`src/hdl/anchsim_pkg.sv`:
```
package anchsim_pkg;

   // sizing
   localparam int ANCHORS = 16;
   localparam int MAX_DIM = 64;
   localparam int IDX_W = (ANCHORS > 1) ? $clog2(ANCHORS) : 1;
   localparam int DIM_W = (MAX_DIM > 1) ? $clog2(MAX_DIM) : 1;

   // field widths
   localparam int CMD_W = 2;
   localparam int SLOT_W = 4;
   localparam int ESLOT_W = 6;
   localparam int SAMPLE_W = 16;
   localparam int NUM_W = 4;
   localparam int SCORE_W = 48;
   localparam int PSUM_W = 41;
   localparam int TERM_W = 34;

   // configuration register widths and indexes
   localparam int MODE_W = 1;
   localparam int LEN_W = 7;
   localparam int CNT_W = 5;
   localparam int CSR_IDX_W = 2;
   localparam int CSR_DATA_W = 7;
   localparam logic [CSR_IDX_W-1:0] CSR_SCORE_MODE = 2'd0;
   localparam logic [CSR_IDX_W-1:0] CSR_VEC_SIZE = 2'd1;
   localparam logic [CSR_IDX_W-1:0] CSR_ANCHOR_COUNT = 2'd2;

   // commands
   localparam logic [CMD_W-1:0] CMD_LOAD = 2'd0;
   localparam logic [CMD_W-1:0] CMD_VALUE = 2'd1;
   localparam logic [CMD_W-1:0] CMD_END = 2'd2;

   // score modes
   localparam logic MODE_DOT = 1'b0;
   localparam logic MODE_DIST = 1'b1;

   localparam logic signed [SCORE_W-1:0] SCORE_MIN = {1'b1, {(SCORE_W-1){1'b0}}};

   // cycles for the last value element to settle in the last cell
   localparam int DRAIN_CYCLES = ANCHORS + 6;
   localparam int DRAIN_W = $clog2(DRAIN_CYCLES + 1);

   // item handed from cell to cell
   typedef struct packed {
      logic                       valid;
      logic                       load;
      logic [SLOT_W-1:0]          anchor_slot;
      logic [DIM_W-1:0]           addr;
      logic signed [SAMPLE_W-1:0] sample;
      logic                       close;
      logic                       mode;
   } chain_item_type;

endpackage

```
`src/hdl/anchsim_cell.sv`:
```
module anchsim_cell
   import anchsim_pkg::*;
(
   input  logic                       clock,
   input  logic                       reset,
   input  logic [IDX_W-1:0]           cell_index,
   input  logic                       clear,
   input  chain_item_type             item_in,
   output chain_item_type             item_out,
   output logic signed [SCORE_W-1:0]  best_score
);

   // anchor vector of this cell
   logic signed [SAMPLE_W-1:0] anchor_mem [MAX_DIM];

   chain_item_type item_ff;

   logic signed [SAMPLE_W-1:0] anchor_rd_ff;
   logic signed [SAMPLE_W-1:0] sample1_ff;
   logic v1_ff, close1_ff, mode1_ff;

   logic signed [SAMPLE_W:0] diff;
   logic signed [SAMPLE_W:0] op_a_in, op_b_in, op_a_ff, op_b_ff;
   logic v2_ff, close2_ff, mode2_ff;

   logic signed [TERM_W-1:0] term_ff;
   logic v3_ff, close3_ff, mode3_ff;

   logic signed [PSUM_W-1:0] psum_ff, psum_in, sum;
   logic signed [PSUM_W-1:0] closed_ff;
   logic v4_ff, mode4_ff;

   logic signed [SCORE_W-1:0] cand, best_ff, best_in;
   logic write_hit;

   // item register, forwarded to the next cell
   always_ff @(posedge clock) begin
      if (reset) begin
         item_ff <= '0;
      end else begin
         item_ff <= item_in;
      end
   end
   assign item_out = item_ff;

   // anchor memory: load write, registered read
   assign write_hit = item_ff.valid && item_ff.load
                      && (32'(item_ff.anchor_slot) == 32'(cell_index));
   always_ff @(posedge clock) begin
      if (write_hit) begin
         anchor_mem[item_ff.addr] <= item_ff.sample;
      end
      anchor_rd_ff <= anchor_mem[item_ff.addr];
      sample1_ff <= item_ff.sample;
      close1_ff <= item_ff.close;
      mode1_ff <= item_ff.mode;
   end

   // operand select: product or difference squared
   always_comb begin
      diff = (SAMPLE_W+1)'(anchor_rd_ff) - (SAMPLE_W+1)'(sample1_ff);
      if (mode1_ff == MODE_DIST) begin
         op_a_in = diff;
         op_b_in = diff;
      end else begin
         op_a_in = (SAMPLE_W+1)'(anchor_rd_ff);
         op_b_in = (SAMPLE_W+1)'(sample1_ff);
      end
   end

   always_ff @(posedge clock) begin
      op_a_ff <= op_a_in;
      op_b_ff <= op_b_in;
      close2_ff <= close1_ff;
      mode2_ff <= mode1_ff;
      term_ff <= op_a_ff * op_b_ff;
      close3_ff <= close2_ff;
      mode3_ff <= mode2_ff;
   end

   // accumulate; a closing element hands the sum on and restarts
   assign sum = psum_ff + PSUM_W'(term_ff);
   always_comb begin
      psum_in = psum_ff;
      if (v3_ff) begin
         psum_in = close3_ff ? '0 : sum;
      end
   end

   always_ff @(posedge clock) begin
      closed_ff <= sum;
      mode4_ff <= mode3_ff;
   end

   // keep the best closed vector score
   always_comb begin
      cand = (mode4_ff == MODE_DIST) ? -SCORE_W'(closed_ff) : SCORE_W'(closed_ff);
      best_in = best_ff;
      if (v4_ff && (cand > best_ff)) begin
         best_in = cand;
      end
   end

   // control and running state
   always_ff @(posedge clock) begin
      if (reset || clear) begin
         v1_ff <= 1'b0;
         v2_ff <= 1'b0;
         v3_ff <= 1'b0;
         v4_ff <= 1'b0;
         psum_ff <= '0;
         best_ff <= SCORE_MIN;
      end else begin
         v1_ff <= item_ff.valid && !item_ff.load;
         v2_ff <= v1_ff;
         v3_ff <= v2_ff;
         v4_ff <= v3_ff && close3_ff;
         psum_ff <= psum_in;
         best_ff <= best_in;
      end
   end

   assign best_score = best_ff;

endmodule

```
`config.mk`:
```
export PLATFORM = sky130hd
export DESIGN_NAME = anchsim_cell
export DESIGN_NICKNAME = d
export VERILOG_FILES = /design/src/hdl/anchsim_pkg.sv /design/src/hdl/anchsim_cell.sv
export SDC_FILE = /design/constraint.sdc
export NUM_CORES = 2
export LEC_CHECK = 0
export BUFFER_PORTS_ARGS = -buffer_cell sky130_fd_sc_hd__buf_2
export CAP_MARGIN = 20
export CORE_ASPECT_RATIO = 1.4
export CORE_MARGIN = 5
export CORE_UTILIZATION = 60
export CTS_BUF_LIST = sky130_fd_sc_hd__clkbuf_8
export DETAILED_ROUTE_END_ITERATION = 8
export PLACE_DENSITY = 0.82
export SLEW_MARGIN = 25
export SYNTH_ARGS = -nofsm -noshare
export SYNTH_HDL_FRONTEND = slang
export SYNTH_SLANG_ARGS = --single-unit
export TNS_END_PERCENT = 100
```
`constraint.sdc`:
```
create_clock -name clock -period 8.35 [get_ports clock]
set_input_delay 0.835 -clock clock [delete_from_list [all_inputs] [get_ports clock]]
set_output_delay 0.835 -clock clock [all_outputs]
set_load 0.1 [all_outputs]
```
==> impl_metrics.yaml <==
run_status:
  status: "complete, but fails checks"
  violations: "design-rule violations"
sta:
  relSlewSlack_pct: 24.4
  fmax_ghz: 0.148
  report.final.setup_viol: 0
  rsz0062_at_grt: "no"
  finalMaxSlewViolations: 0
  skew_ns: 0.0444
  finalHoldViolCount: 0
  period_needed_ns: 6.76
  period_share_pct: 80.9
  tns_ns: 0
  worst-slew-pin-transition_ns: 1.12
clocking:
  cts_hold_buf: 0
  cts_tree: "built"
  cts.path.max_buffers: 3
  cts-root-buf: "clkbuf_8"
  cts_inserted_buffers: 179
  path_clk_slew_ns: 0.06
  clock_latency_ns: 0.91
  htreeDepth: 4
  clock_sink_count: 1295
  cts_resized: 0
  post_cts_buffers: 0
job:
  maxCapViolations: 0
critical_path:
  startpoint_type: "flop"
  cpLargestDelayFamily: "adder cells"
  crit_buf_inv: 3
  worstPathCellList: "nand2_1, fa_1, fa_1, fa_1, fa_1, inv_1, fa_1, inv_1, fa_1, inv_1, ha_1, a21o_1, a21o_1, a21o_1, o21ai_0, a31oi_1, o41ai_1, nand2_1, a21oi_1, xnor2_1"
  required_ns: 9.18
  crit_type: "reg -> reg"
  path_max_fanout: 17
  critical_path.most_common_cell: "fa_1"
  slowest_delay_ns: 0.79
  cp_slowest_cell: "dfxtp_1"
  worstPathArrival_ns: 7.58
  cp-end-kind: "flop"
routing:
  routedWlPerCell_um: 25.0
  postRouteAntennaNets: 0
  routed_wl_um: 156000
  vias: 39600
  drtPass1Iterations: 8
  drt_iter0_markers: 4496
  drc: 1
  viasPerCell: 6.36
power:
  p_leak_nw: 25.9
  intPower_mw: 13.9
  peakVddDrop_v: 0.000686
  power.share.clock_pct: 21.2
  p_seq_share_pct: 34.1
  p_comb_share_pct: 44.7
  total_power_mw: 22.3
  swShare_pct: 37.8
  power.density_nw_per_um2: 336
  netSwitchingPower_mw: 8.44
floorplanning:
  core_um2: 101000
  die-width_um: 279
  floorplan.die_area_um2: 107000
  start_util_pct: 60.2
  io_pins: 115
  rows: 138
  die-height_um: 386
layout:
  nFillCells: 6889
  final_common_cell: "edfxtp_1"
  regArea_um2: 36200
  layout_common_cells: "edfxtp_1 (1024), inv_1 (460), fa_1 (298)"
  multi_input_area_um2: 22000
  nets: 5270
  area_growth_pct: 9.63
  finalInstanceArea_um2: 66400
  utilization_pct: 66.0
  drive_gt1_share_pct: 10.9
grt:
  grt_max_degree: 130
  grt_pass1_wl_um: 236000
  overflow: 0
  antenna_found_initial: 4
  grt_use_total_pct: 28.8
  grt_pass1_vias: 40900
logic_synthesis:
  ys_seq_elements: 1295
  synth_edf_count: 1024
  syn_avg_cell_area_um2: 13.3
  syn_area_um2: 60600
  ys.flop_type: "edfxtp_1"
  async_flop_share_pct: 0
  yosys.cell_types.count: 80
  ys_seq_area_share_pct: 59.7
  netlist_instances: 4563
  ys_warn_count: 0
  synth_fp_nets: 5088
min_path:
  hp-class: "in -> reg"
placement:
  portBuffers: 114
  dpl_cell_area_um2: 62900
  place_congestion: 0.933
  dp_hpwl_um: 98400
==> final cells by class <==
class / instances / share of cell area (%)
Antenna cell: 2 / 0.00754
Clock buffer: 193 / 4.00
Clock inverter: 132 / 1.23
Inverter: 410 / 2.32
Multi-Input combinational cell: 2626 / 33.1
Sequential cell: 1295 / 54.5
Tap cell: 1330 / 2.51
Timing Repair Buffer: 233 / 2.29
==> kinds of logic after synthesis <==
family | share of synthesized area, %
buffers and inverters | 4.05
flip-flops | 59.7
adder cells (fa/ha/maj) | 13.8
multiplexers | 0.198
XOR/XNOR | 1.68
AND/OR/NAND/NOR | 7.69
AO/OA/AOI/OAI | 12.9
==> registers in the layout, summed over array words and instances (netlist names) <==
| register | flops |
|---|---|
| anchor_mem | 1024 |
| anchor_rd_ff | 16 |
| best_score | 48 |
| close1_ff | 1 |
| close2_ff | 1 |
| close3_ff | 1 |
| closed_ff | 41 |
| item_out | 30 |
| mode1_ff | 1 |
| mode2_ff | 1 |
| mode3_ff | 1 |
| mode4_ff | 1 |
| op_a_ff | 17 |
| op_b_ff | 17 |
| psum_ff | 41 |
| sample1_ff | 16 |
| term_ff | 34 |
| v1_ff | 1 |
| v2_ff | 1 |
| v3_ff | 1 |
| v4_ff | 1 |
==> metal layers <==
metal,vias to the layer above,global-route usage (%),share of wire [%]
met1,19400,31.7,32
met4,2,19.8,8.3
met5,-,0,0.0083
met3,564,5.29,9.4
li1,17200,-,-
met2,2406,50.6,50
==> power groups by stage <==
| stage | logic, mW | registers, mW | clock network (mW) |
|---|---|---|---|
| final | 9.98 | 7.61 | 4.74 |
| after global routing | 11.3 | 7.64 | 5.07 |
| after CTS | 9.92 | 7.60 | 4.78 |
| after detailed placement | 9.85 | 7.73 | 0 |
| after global placement | 9.60 | 7.73 | 0 |
| after floorplan | 7.63 | 7.68 | 0 |
==> worst paths after layout <==
check | startpoint | to | slack, ns | cells past startpoint
worst max register to register | op_b_ff[2] | term_ff[29] | 1.59 | 20
worst min register to register | close2_ff | close3_ff | 0.33 | 0
worst min-delay path | item_in[10] | item_out[10] | 0.14 | 2
worst max-delay path | op_b_ff[2] | term_ff[29] | 1.59 | 20
==> cell usage after synthesis (16+ instances only) <==
cell      number  area share, %
a31oi_1      116            1.2
nand3_1       71           0.59
fa_1         298            9.8
nor3_1        24           0.20
clkbuf_1     189            1.2
o21ai_0      109           0.90
a211oi_1      17           0.21
and2_1       156            1.6
nor4_1        28           0.29
a22oi_1      297            3.7
nand4_1       37           0.38
a21oi_1      171            1.4
nand3b_1      16           0.20
inv_1        410            2.5
xnor2_1       87            1.3
a21o_1        50           0.62
a221oi_1     112            1.6
nor2b_1       75           0.77
nand2_1      234            1.5
a22o_1       108            1.6
buf_1         27           0.17
nor2_1       177            1.1
xor2_1        29           0.42
ha_1         190            3.9
dfxtp_1      271            9.0
edfxtp_1    1024             51
==> worst reg2reg max path, cell delays in order, from the launching register on <==
cell     delay, ns
dfxtp_1       0.79
nand2_1       0.20
fa_1          0.53
fa_1          0.57
fa_1          0.44
fa_1          0.54
inv_1         0.05
fa_1          0.47
inv_1         0.05
fa_1          0.48
inv_1         0.05
ha_1          0.33
a21o_1        0.18
a21o_1        0.19
a21o_1        0.18
o21ai_0       0.41
a31oi_1       0.22
o41ai_1       0.58
nand2_1       0.11
a21oi_1       0.20
xnor2_1       0.13
==> through the flow <==
stage               worst slack [ns]  hold WS, ns  instances
global placement                1.64        0.311       5893
floorplan                       2.43        0.310       4563
finish                          1.59        0.137       6221
global route                    1.34        0.124       6221
detailed placement              1.60        0.312       5893
CTS                             1.62       0.0861       6218
(Power assumes the default switching activity.)
